<file path="config.mk">
export PLATFORM = sky130hd
export DESIGN_NAME = aecd_ctrl
export DESIGN_NICKNAME = d
export VERILOG_FILES = /design/src/hw/rtl/aecd_pkg.sv /design/src/hw/rtl/aecd_ctrl.sv
export SDC_FILE = /design/constraint.sdc
export NUM_CORES = 1
export LEC_CHECK = 0
export BUFFER_PORTS_ARGS = -buffer_cell sky130_fd_sc_hd__buf_2
export CORE_MARGIN = 2
export CORE_UTILIZATION = 50
export CTS_BUF_LIST = sky130_fd_sc_hd__clkbuf_8
export DETAILED_ROUTE_END_ITERATION = 8
export PLACE_DENSITY = 0.84
export SLEW_MARGIN = 0
export SYNTH_ARGS = -nofsm -noshare
export SYNTH_HDL_FRONTEND = slang
export SYNTH_SLANG_ARGS = --single-unit
</file>
<file path="constraint.sdc">
create_clock -name clk -period 1.9 [get_ports clk]
set_input_delay 0 -clock clk [delete_from_list [all_inputs] [get_ports clk]]
set_output_delay 0 -clock clk [all_outputs]
set_load 0.05 [all_outputs]
</file>
<file path="src/hw/rtl/aecd_pkg.sv">
// ----------------------------------------------------------------------------
// aecd_pkg
// Shared types and constants of the alpha edge color dilation block.
// ----------------------------------------------------------------------------
package aecd_pkg;

  localparam logic REQ_LOAD  = 1'b0;
  localparam logic REQ_FETCH = 1'b1;

  localparam logic [1:0] REG_IMAGE_WIDTH     = 2'd0;
  localparam logic [1:0] REG_IMAGE_HEIGHT    = 2'd1;
  localparam logic [1:0] REG_ALPHA_THRESHOLD = 2'd2;
  localparam logic [1:0] REG_PASS_PAIRS      = 2'd3;

  localparam logic [6:0] RST_IMAGE_WIDTH     = 7'd64;
  localparam logic [6:0] RST_IMAGE_HEIGHT    = 7'd64;
  localparam logic [7:0] RST_ALPHA_THRESHOLD = 8'd10;
  localparam logic [3:0] RST_PASS_PAIRS      = 4'd5;

  localparam logic [7:0] ALPHA_OPAQUE = 8'hFF;
  localparam logic [7:0] ALPHA_CLEAR  = 8'h00;

  // neighbor search order
  localparam logic [2:0] NBR_CENTER = 3'd0;
  localparam logic [2:0] NBR_UP     = 3'd1;
  localparam logic [2:0] NBR_LEFT   = 3'd2;
  localparam logic [2:0] NBR_RIGHT  = 3'd3;
  localparam logic [2:0] NBR_DOWN   = 3'd4;

  typedef struct packed {
    logic       req_type;
    logic [7:0] in_red;
    logic [7:0] in_green;
    logic [7:0] in_blue;
    logic [7:0] in_alpha;
    logic       in_last;
  } pixel_in_t;

  typedef struct packed {
    logic [7:0] out_red;
    logic [7:0] out_green;
    logic [7:0] out_blue;
    logic [7:0] out_alpha;
    logic       out_last;
  } pixel_out_t;

  typedef struct packed {
    logic [6:0] image_width;
    logic [6:0] image_height;
    logic [7:0] alpha_threshold;
    logic [3:0] pass_pairs;
  } cfg_t;

  typedef struct packed {
    logic       dil;        // dilation pass addressing
    logic       rd;         // issue read at neighbor k
    logic       eval;       // read data valid
    logic [2:0] k;
    logic       wr_center;
    logic       wr_nbr;
    logic       adv;
    logic [4:0] pass;
    logic       merge;
    logic       mrg_wr;
  } cmd_t;

  typedef struct packed {
    logic       opaque;
    logic       last_pixel;
    logic [3:0] pass_pairs;
  } sts_t;

endpackage

</file>
<file path="src/hw/rtl/aecd_ctrl.sv">
// ----------------------------------------------------------------------------
// aecd_ctrl
// Sequencer for the dilation passes and the final merge.
// ----------------------------------------------------------------------------
module aecd_ctrl (
  input  logic          clk,
  input  logic          rst_n,
  input  logic          job_go,
  input  aecd_pkg::sts_t sts,
  output aecd_pkg::cmd_t cmd,
  output logic          busy
);

  typedef enum logic [2:0] {S_IDLE, S_P_RD, S_P_EV, S_M_RD, S_M_WR} state_t;

  state_t     state_r, state_nxt;
  logic [2:0] k_r, k_nxt;
  logic [4:0] pass_r, pass_nxt;

  always_comb begin
    state_nxt = state_r;
    k_nxt     = k_r;
    pass_nxt  = pass_r;
    cmd       = '0;
    cmd.k     = k_r;
    cmd.pass  = pass_r;
    unique case (state_r)
      S_IDLE: begin
        if (job_go) begin
          state_nxt = S_P_RD;
          k_nxt     = aecd_pkg::NBR_CENTER;
          pass_nxt  = '0;
        end
      end
      S_P_RD: begin
        cmd.dil   = 1'b1;
        cmd.rd    = 1'b1;
        state_nxt = S_P_EV;
      end
      S_P_EV: begin
        cmd.dil   = 1'b1;
        cmd.eval  = 1'b1;
        state_nxt = S_P_RD;
        if (sts.opaque || k_r == aecd_pkg::NBR_DOWN) begin
          // settle this pixel
          cmd.wr_center = (k_r == aecd_pkg::NBR_CENTER) || !sts.opaque;
          cmd.wr_nbr    = (k_r != aecd_pkg::NBR_CENTER) && sts.opaque;
          cmd.adv       = 1'b1;
          k_nxt         = aecd_pkg::NBR_CENTER;
          if (sts.last_pixel) begin
            if (pass_r == {sts.pass_pairs, 1'b0}) begin
              state_nxt = S_M_RD;
            end else begin
              pass_nxt = pass_r + 5'd1;
            end
          end
        end else begin
          k_nxt = k_r + 3'd1;
        end
      end
      S_M_RD: begin
        cmd.merge = 1'b1;
        state_nxt = S_M_WR;
      end
      S_M_WR: begin
        cmd.merge  = 1'b1;
        cmd.mrg_wr = 1'b1;
        cmd.adv    = 1'b1;
        state_nxt  = sts.last_pixel ? S_IDLE : S_M_RD;
      end
      default: state_nxt = S_IDLE;
    endcase
  end

  always_ff @(posedge clk) begin
    if (!rst_n) begin
      state_r <= S_IDLE;
      k_r     <= aecd_pkg::NBR_CENTER;
      pass_r  <= '0;
    end else begin
      state_r <= state_nxt;
      k_r     <= k_nxt;
      pass_r  <= pass_nxt;
    end
  end

  assign busy = (state_r != S_IDLE);

endmodule

</file>
==> key figures, run 1 <==
Yosys
  • Post-synthesis cell type count: 39
  • Post-Syn Nets: 105
  • Top_reg_cell synth: dfxtp_1
  • Yosys top cell area share: 0.275
  • Yosys warns: 0
  • Seq/Total Area, Yosys: 0.275
  • Count leader, synth: dfxtp_1
  • Synth cell count leaders: dfxtp_1, nor2_1, nand2b_1, nand2_1, nand3_1
  • #FFs+latches synth: 11
  • Synthesized area: 802 sq um
  • Synthesized instance count: 93
  • Synth area leader: dfxtp_1
  • Post-synth ARST share: 0
  • Largest cells by area after synthesis: dfxtp_1, ha_1, nand2b_1, nor2_1, a2111oi_4
  • Mean area per synthesized cell: 8.62 sq um
  • Post-synth EDFFs: 0

Worst setup path
  • CP endpoint kind: primary output
  • CP arrival: 1710 ps
  • CP bufs+invs: 2
  • Critical Path Source Type: flip-flop
  • Cell family with most CP delay: simple AND/OR/NAND/NOR gates
  • Crit path cell chain: nor3b_4, buf_4, and3_1, buf_2
  • Critical path required time: 1900 ps
  • CP Class: reg -> out
  • CP max FO: 10
  • Slowest-stage cell, CP: dfxtp_1
  • Crit path largest cell delay: 490 ps
  • FF-to-FF setup slack: 250 ps

Cells and area
  • Layout cell share with drive strength beyond 1: 0.305
  • Final Instance Count excl. Fillers: 134
  • Area growth from synthesis to layout: 19.8%
  • Antenna Cells: 0
  • Fillers: 142
  • Nets: 131
  • Final Core Density: 0.638

Routing
  • Final WL: 1.61 mm
  • Detailed-route via count: 741
  • Vias/cell: 5.53
  • Residual DRC: 0
  • Initial DRC Count: 10
  • Wire per inst: 12.0 microns
  • First-pass DRT Iterations: 4
  • Post-route antenna net violation count: 0

Clock network
  • Clk slew on worst S/H paths: 50 ps
  • CTS tree: built
  • Post-cts gate resize count: 0
  • Worst skew pair latency: 240 ps
  • CTS root buffer: clkbuf_8
  • Clock sink total: 11
  • Max Buffers Root-to-Sink: 2
  • Num CTS Buffers: 3
  • Post-CTS Setup Inserts: 0
  • H-tree level count: 1
  • Cts hold-fix bufs: 0

Floorplanning
  • Initial core utilization: 0.532
  • Cell row count: 14
  • CORE AREA: 1510 sq um
  • Die Y: 44.1 microns
  • Die W: 44.1 microns
  • Die area: 1940 sq um
  • Ports: 26

Placement
  • DP HPWL: 1.26 mm
  • Gp weighted congestion: 0.832
  • PortBufs: 25
  • Dpl cells: 130

Pwr
  • Total chip power: 587 uW
  • Pwr/cell area: 611 nW/um^2
  • Leakage power: 0.478 nW
  • VDD IR max: 419 uV

Timing
  • Endpoints failing hold: 0
  • Tightest Pin Transition: 394 ps
  • Final Critical Period: 1710 ps
  • Setup Skew: 1.12 ps
  • Tcrit/Tclk final: 0.902
  • Slew Viols, Final: 0
  • Final setup viols: 0
  • Fmax achieved: 584 MHz
  • Min Hold Slack: 104 ps
  • Relative slew slack: 0.737
  • Setup TNS: 0 ps
  • Unrepaired setup endpoints after global routing: false

Global route
  • Initial antenna violation count: 0
  • First-pass GRT wire length: 2.93 mm
  • Largest net degree at the start of global routing: 12
  • GRT Util Overall: 0.201
  • Remaining Overflow, GRT: 0
  • Vias in the first global route: 718

Run status
  • Status: completed

Job
  • Maxcap violations: 0

Min path
  • Tightest Hold Check Type: in -> reg
==> cell type report <==
type | instances | area [sq um] | area share
Inverter | 4 | 15.0 | 0.0156
Sequential cell | 11 | 220 | 0.229
Multi-Input combinational cell | 73 | 528 | 0.549
Clock inverter | 1 | 3.75 | 0.00391
Timing Repair Buffer | 26 | 133 | 0.138
Tap cell | 16 | 20.0 | 0.0208
Clock buffer | 3 | 41.3 | 0.0430
==> layout by cell type, fill, tap and decap left out, types with 2 or more instances in the layout <==
cell      instances
a21o_1            3
a21oi_1           2
a21oi_2           2
and2_1            2
and3_1            4
buf_2            25
clkbuf_8          3
dfxtp_1          11
ha_1              3
inv_1             5
mux2i_1           2
nand2_1           5
nand2b_1          6
nand3_1           5
nand3b_1          2
nor2_1            8
nor2b_1           4
o21ai_0           3
or3_1             3
xnor2_1           2
==> through the flow <==
| stage | instance area (sq um) | setup WS [ps] |
|---|---|---|
| floorplan | 802 | 39.2 |
| CTS | 961 | 182 |
| global placement | 916 | 360 |
| global route | 961 | 50.6 |
| detailed placement | 916 | 272 |
| finish | 961 | 187 |
==> cell families (layout without fill, tap and decap cells) <==
family                   Yosys count  in the layout  share of synthesized area
AND/OR/NAND/NOR                   45             45                      0.348
AO/OA/AOI/OAI                     20             20                      0.206
flip-flops                        11             11                      0.275
buffers and inverters              9             34                     0.0671
adder cells (fa/ha/maj)            3              3                     0.0468
XOR/XNOR                           3              3                     0.0328
multiplexers                       2              2                     0.0250
==> power by group <==
part / total, mW / internal, mW / switching [mW]
logic: 0.109 / 0.0389 / 0.0701
clock network: 0.236 / 0.142 / 0.0933
registers: 0.243 / 0.234 / 0.00846
==> registers in the layout (all words and copies together), names as in the netlist <==
register,flops
pass_r,5
state_r,3
k_r,3
==> per-layer routing <==
metal | part of all wire | GRT usage
met2 | 0.45 | 0.335
met1 | 0.47 | 0.257
met3 | 0.058 | 0.0367
met4 | 0.017 | 0.0727
met5 | 0 | 0
==> worst min-delay path, cell delays in order <==
cell     delay, ps
buf_2          160
nand3_1         90
a31oi_1         40
==> path summary, 6_finish.rpt <==
kind | to | cells after the start | startpoint
setup / recovery | cmd[9] | 4 | state_r[1]$_SDFFE_PN0P_
hold / removal | state_r[1]$_SDFFE_PN0P_ | 3 | rst_n
setup reg to reg | pass_r[4]$_SDFFE_PN0P_ | 7 | k_r[0]$_SDFFE_PN0P_
hold reg to reg | pass_r[1]$_SDFFE_PN0P_ | 2 | pass_r[1]$_SDFFE_PN0P_
Note: power is estimated with default switching activity, not from simulation.
==> run 2: changes to the inputs <==
Settings changed: CAP_MARGIN set to 20, REMOVE_ABC_BUFFERS set to 1, TNS_END_PERCENT set to 30.
==> run 2 against run 1 <==
  * Fmax is 2.4% higher
  * Combinational power about the same
  * Sequential power hardly changed
  * Clock power shrank 4%
  * Global-route usage decreased by 2.2 points
  * Sequential share of layout area unchanged
  * Register-to-register slack improved by 30 ps
  * Die area unchanged
  * Design area stayed put
  * Clock skew grew 0.66 ps
  * Largest cell class unchanged
  * Highest routed layer unchanged
==> key figures, run 2 (same netlist as run 1, synthesis figures left out) <==
Clock network
  • Cts hold-fix bufs: 0
  • CTS root buffer: clkbuf_8
  • Clk slew on worst S/H paths: 50 ps
  • CTS tree: built
  • Clock sink total: 11
  • Post-CTS Setup Inserts: 0
  • Post-cts gate resize count: 0
  • Max Buffers Root-to-Sink: 2
  • H-tree level count: 1
  • Worst skew pair latency: 230 ps
  • Num CTS Buffers: 3

Cells and area
  • Final Instance Count excl. Fillers: 134
  • Final Core Density: 0.638
  • Top Registers: pass_r: 5 flops, k_r: 3 flops, state_r: 3 flops
  • Register Area: 220 sq um
  • Layout cell share with drive strength beyond 1: 0.305
  • Biggest register: pass_r
  • Max reg flops: 5
  • Most common cell after layout, fill and taps aside: buf_2
  • Most frequent cells in the layout: buf_2, dfxtp_1, nor2_1, nand2b_1
  • Antenna Cells: 0
  • Area growth from synthesis to layout: 19.8%
  • Fin area: 961 sq um
  • Fillers: 141
  • Nets: 131
  • Area of the multi-input gates: 528 sq um

Routing
  • Residual DRC: 0
  • Wire per inst: 12.0 microns
  • Detailed-route via count: 738
  • Vias/cell: 5.51
  • Post-route antenna net violation count: 0
  • First-pass DRT Iterations: 4
  • Final WL: 1.60 mm
  • Initial DRC Count: 11

Timing
  • Slew Viols, Final: 0
  • Unrepaired setup endpoints after global routing: false
  • Setup Skew: 1.78 ps
  • Tightest Pin Transition: 388 ps
  • Tcrit/Tclk final: 0.880
  • Final setup viols: 0
  • Setup TNS: 0 ps
  • Endpoints failing hold: 0
  • Final Critical Period: 1670 ps
  • Fmax achieved: 598 MHz
  • Relative slew slack: 0.741
  • Min Hold Slack: 112 ps

Worst setup path
  • CP startpoint: state_r[1]$_SDFFE_PN0P_
  • CP max FO: 10
  • Critical Path Source Type: flip-flop
  • FF-to-FF setup slack: 280 ps
  • CP Class: reg -> out
  • Critical path required time: 1900 ps
  • CP endpoint kind: primary output
  • CP arrival: 1670 ps
  • Start of the worst register-to-register path: k_r[0]$_SDFFE_PN0P_

Pwr
  • Pwr/cell area: 603 nW/um^2
  • Leakage power: 0.478 nW
  • VDD IR max: 494 uV

Global route
  • Largest net degree at the start of global routing: 12
  • First-pass GRT wire length: 2.61 mm
  • Initial antenna violation count: 0
  • Remaining Overflow, GRT: 0
  • GRT Util Overall: 0.179
  • Vias in the first global route: 598

Floorplanning
  • Die area: 1940 sq um
  • Ports: 26
  • Cell row count: 14
  • Initial core utilization: 0.532
  • Die W: 44.1 microns
  • Die Y: 44.1 microns
  • CORE AREA: 1510 sq um

Run status
  • Status: completed

Min path
  • Tightest Hold Check Type: in -> reg
  • HP Start: rst_n

Placement
  • DP HPWL: 1.24 mm
  • Area after DPL: 916 sq um
  • PortBufs: 25
  • Gp weighted congestion: 0.862
  • Dpl cells: 130

Job
  • Maxcap violations: 0
## run 2: cell counts in the layout (fill, tap and decap cells not counted)
Identical to the previous run, type by type.
## run 2: layout make-up
type | instances | area share
flip-flops and latches | 11 | 0.229
clock buffers | 3 | 0.0430
clock inverters | 1 | 0.00391
inverters | 4 | 0.0156
repair buffers | 26 | 0.138
well taps | 16 | 0.0208
multi-input cells | 73 | 0.549
## run 2: through the flow
step / setup WS (ps) / power [mW]
2_1_floorplan: -35.7 / 0.325
3_3_place_gp: 366 / 0.354
3_5_place_dp: 291 / 0.357
4_1_cts: 231 / 0.586
5_1_grt: 84.5 / 0.608
6_report: 228 / 0.580
## run 2: critical path, stage by stage, from the launching register on
cell     delay (ps)
dfxtp_1         510
nor3b_4         320
buf_4           210
and3_1          150
buf_2           250
## run 2: path summary, 6_finish.rpt
check             cells past startpoint                     end
setup / recovery                      4                  cmd[8]
hold / removal                        2     k_r[2]$_SDFFE_PN0P_
setup reg to reg                      7  pass_r[4]$_SDFFE_PN0P_
hold reg to reg                       2  pass_r[1]$_SDFFE_PN0P_
## run 2: where the power goes
part / internal, mW / total [mW] / switching [mW]
Clock: 0.142 / 0.227 / 0.0857
Sequential: 0.234 / 0.243 / 0.00848
Combinational: 0.0388 / 0.109 / 0.0706
Total: 0.415 / 0.580 / 0.165
## run 2: layer usage
metal	part of all wire	track usage	vias to the layer above	routed length (microns)
met5	0	0	-	0
met4	0.0050	0.0667	0	8
met3	0.040	0.0408	2	64
met2	0.50	0.309	15	802
met1	0.45	0.215	341	729
li1	-	-	380	-
==> run 3: changes to the inputs <==
==> constraint.sdc (replaced) <==
create_clock -name clk -period 1.9 [get_ports clk]
set_input_delay 0.38 -clock clk [delete_from_list [all_inputs] [get_ports clk]]
set_output_delay 0.38 -clock clk [all_outputs]
set_load 0.05 [all_outputs]
==> run 3 against run 2 <==
  * Sequential cell count stayed put
  * Register-to-register slack better by 50 ps
  * Non-clock buffer count rose by 4
  * Critical path type unchanged
  * Largest power group unchanged
==> key figures, run 3 (same netlist as run 1, synthesis figures left out) <==
Run status
  • Status: completed

Timing
  • Unrepaired setup endpoints after global routing: false
  • Slew Viols, Final: 0
  • Final setup viols: 0
  • Tightest Pin Transition: 374 ps
  • Setup TNS: 0 ps
  • Fmax achieved: 549 MHz
  • Setup Skew: 2.98 ps
  • Min Hold Slack: 478 ps
  • Final Critical Period: 1820 ps
  • Tcrit/Tclk final: 0.959
  • Setup ws final: 78.8 ps
  • Endpoints failing hold: 0
  • Relative slew slack: 0.751

Placement
  • PortBufs: 25
  • DP HPWL: 1.30 mm
  • Worst slack, placed: 200 ps
  • Dpl cells: 132
  • Gp weighted congestion: 0.820

Global route
  • GR Util met3: 0.0735
  • Remaining Overflow, GRT: 0
  • GRT met2 Usage: 0.341
  • Met1 Usage GRT: 0.217
  • GRT Util Overall: 0.196
  • First-pass GRT wire length: 2.74 mm
  • Largest net degree at the start of global routing: 12
  • Vias in the first global route: 639
  • Initial antenna violation count: 0
  • Busiest grt layer: met2

Routing
  • Vias/cell: 5.42
  • Wire per inst: 12.6 microns
  • First-pass DRT Iterations: 4
  • Residual DRC: 0
  • Post-route antenna net violation count: 0
  • Initial DRC Count: 10
  • Final WL: 1.74 mm
  • Detailed-route via count: 748

Cells and area
  • Antenna Cells: 0
  • Most frequent cells in the layout: buf_2, dfxtp_1, nor2_1, nand2b_1, buf_4
  • Nets: 135
  • Biggest register: pass_r
  • Area growth from synthesis to layout: 25.0%
  • Max reg flops: 5
  • Layout cell share with drive strength beyond 1: 0.369
  • Top Registers: pass_r: 5 flops, k_r: 3 flops, state_r: 3 flops
  • Final Instance Count excl. Fillers: 138
  • Most common cell after layout, fill and taps aside: buf_2

Job
  • Maxcap violations: 0

Pwr
  • VDD IR max: 419 uV
  • Pwr/cell area: 595 nW/um^2
  • Leakage power: 0.499 nW

Worst setup path
  • CP startpoint: state_r[1]$_SDFFE_PN0P_
  • CP bufs+invs: 2
  • CP Class: reg -> out
  • Critical Path Source Type: flip-flop
  • FF-to-FF setup slack: 330 ps
  • Cell family with most CP delay: buffers and inverters
  • CP arrival: 1440 ps
  • Crit path largest cell delay: 310 ps
  • Start of the worst register-to-register path: pass_r[1]$_SDFFE_PN0P_
  • Critical path required time: 1520 ps
  • CP endpoint kind: primary output
  • Crit path cell chain: buf_4, nand2b_1, nor2_2, a21o_1, buf_2
  • CP max FO: 9
  • Slowest-stage cell, CP: dfxtp_1

Floorplanning
  • Die area: 1940 sq um
  • CORE AREA: 1510 sq um
  • Cell row count: 14
  • Die Y: 44.1 microns
  • Ports: 26
  • Initial core utilization: 0.532
  • Die W: 44.1 microns

Clock network
  • CTS root buffer: clkbuf_8
  • Max Buffers Root-to-Sink: 2
  • CTS tree: built
  • Cts hold-fix bufs: 0
  • H-tree level count: 1
  • Clk slew on worst S/H paths: 50 ps
  • Clock sink total: 11
  • Num CTS Buffers: 3
  • Worst skew pair latency: 240 ps

Min path
  • Tightest Hold Check Type: in -> reg
  • HP Start: rst_n
[run 3: changes by cell type in the layout (fill, tap and decap cells not counted), sizes merged]
cell	change
buf	+4
[run 3: final timing paths]
kind	to	cells past startpoint
max reg2reg	pass_r[0]$_SDFFE_PN0P_	5
min reg2reg	pass_r[1]$_SDFFE_PN0P_	2
max	cmd[1]	5
min	state_r[1]$_SDFFE_PN0P_	3
[run 3: layer usage]
| layer | wire [microns] | up-vias | share of wire |
|---|---|---|---|
| met2 | 883 | 22 | 0.51 |
| met4 | 15 | 0 | 0.0086 |
| met1 | 729 | 336 | 0.42 |
| li1 | - | 387 | - |
| met3 | 109 | 3 | 0.063 |
| met5 | 0 | - | 0 |
[run 3: area by class of cell]
| type | instances | area, sq um |
|---|---|---|
| Multi-Input combinational cell | 73 | 533 |
| Fill cell | 148 | 504 |
| Sequential cell | 11 | 224 |
| Timing Repair Buffer | 30 | 165 |
| Clock buffer | 3 | 41.3 |
| Tap cell | 16 | 20.0 |
| Inverter | 4 | 15.0 |
| Clock inverter | 1 | 3.75 |
[run 3: through the flow]
step	util	power (mW)	cell area (sq um)
6_report	0.665	0.596	1000
5_1_grt	0.665	0.626	1000
4_1_cts	0.660	0.605	995
3_5_place_dp	0.618	0.360	931
3_3_place_gp	0.618	0.358	931
2_1_floorplan	-	0.325	763
[run 3: timing repair]
action                                  CTS  global route
resized for setup                         2             4
endpoints found under the setup margin    4             3
pin swaps                                 1             1
setup buffers                             2             0
[run 3: worst register-to-register path: stages, from the launching register on]
cell       delay [ps]
dfxtp_1           350
nor2b_1           170
a2111oi_4         420
nand2_2           130
a21oi_2           220
mux2i_1           210
[run 3: power by group]
group	total, mW	leakage, nW	switching [mW]	internal (mW)
combinational	0.120	0.382	0.0756	0.0440
sequential	0.240	0.0905	0.00519	0.234
clock	0.237	0.0269	0.0945	0.142
total	0.596	0.499	0.175	0.421
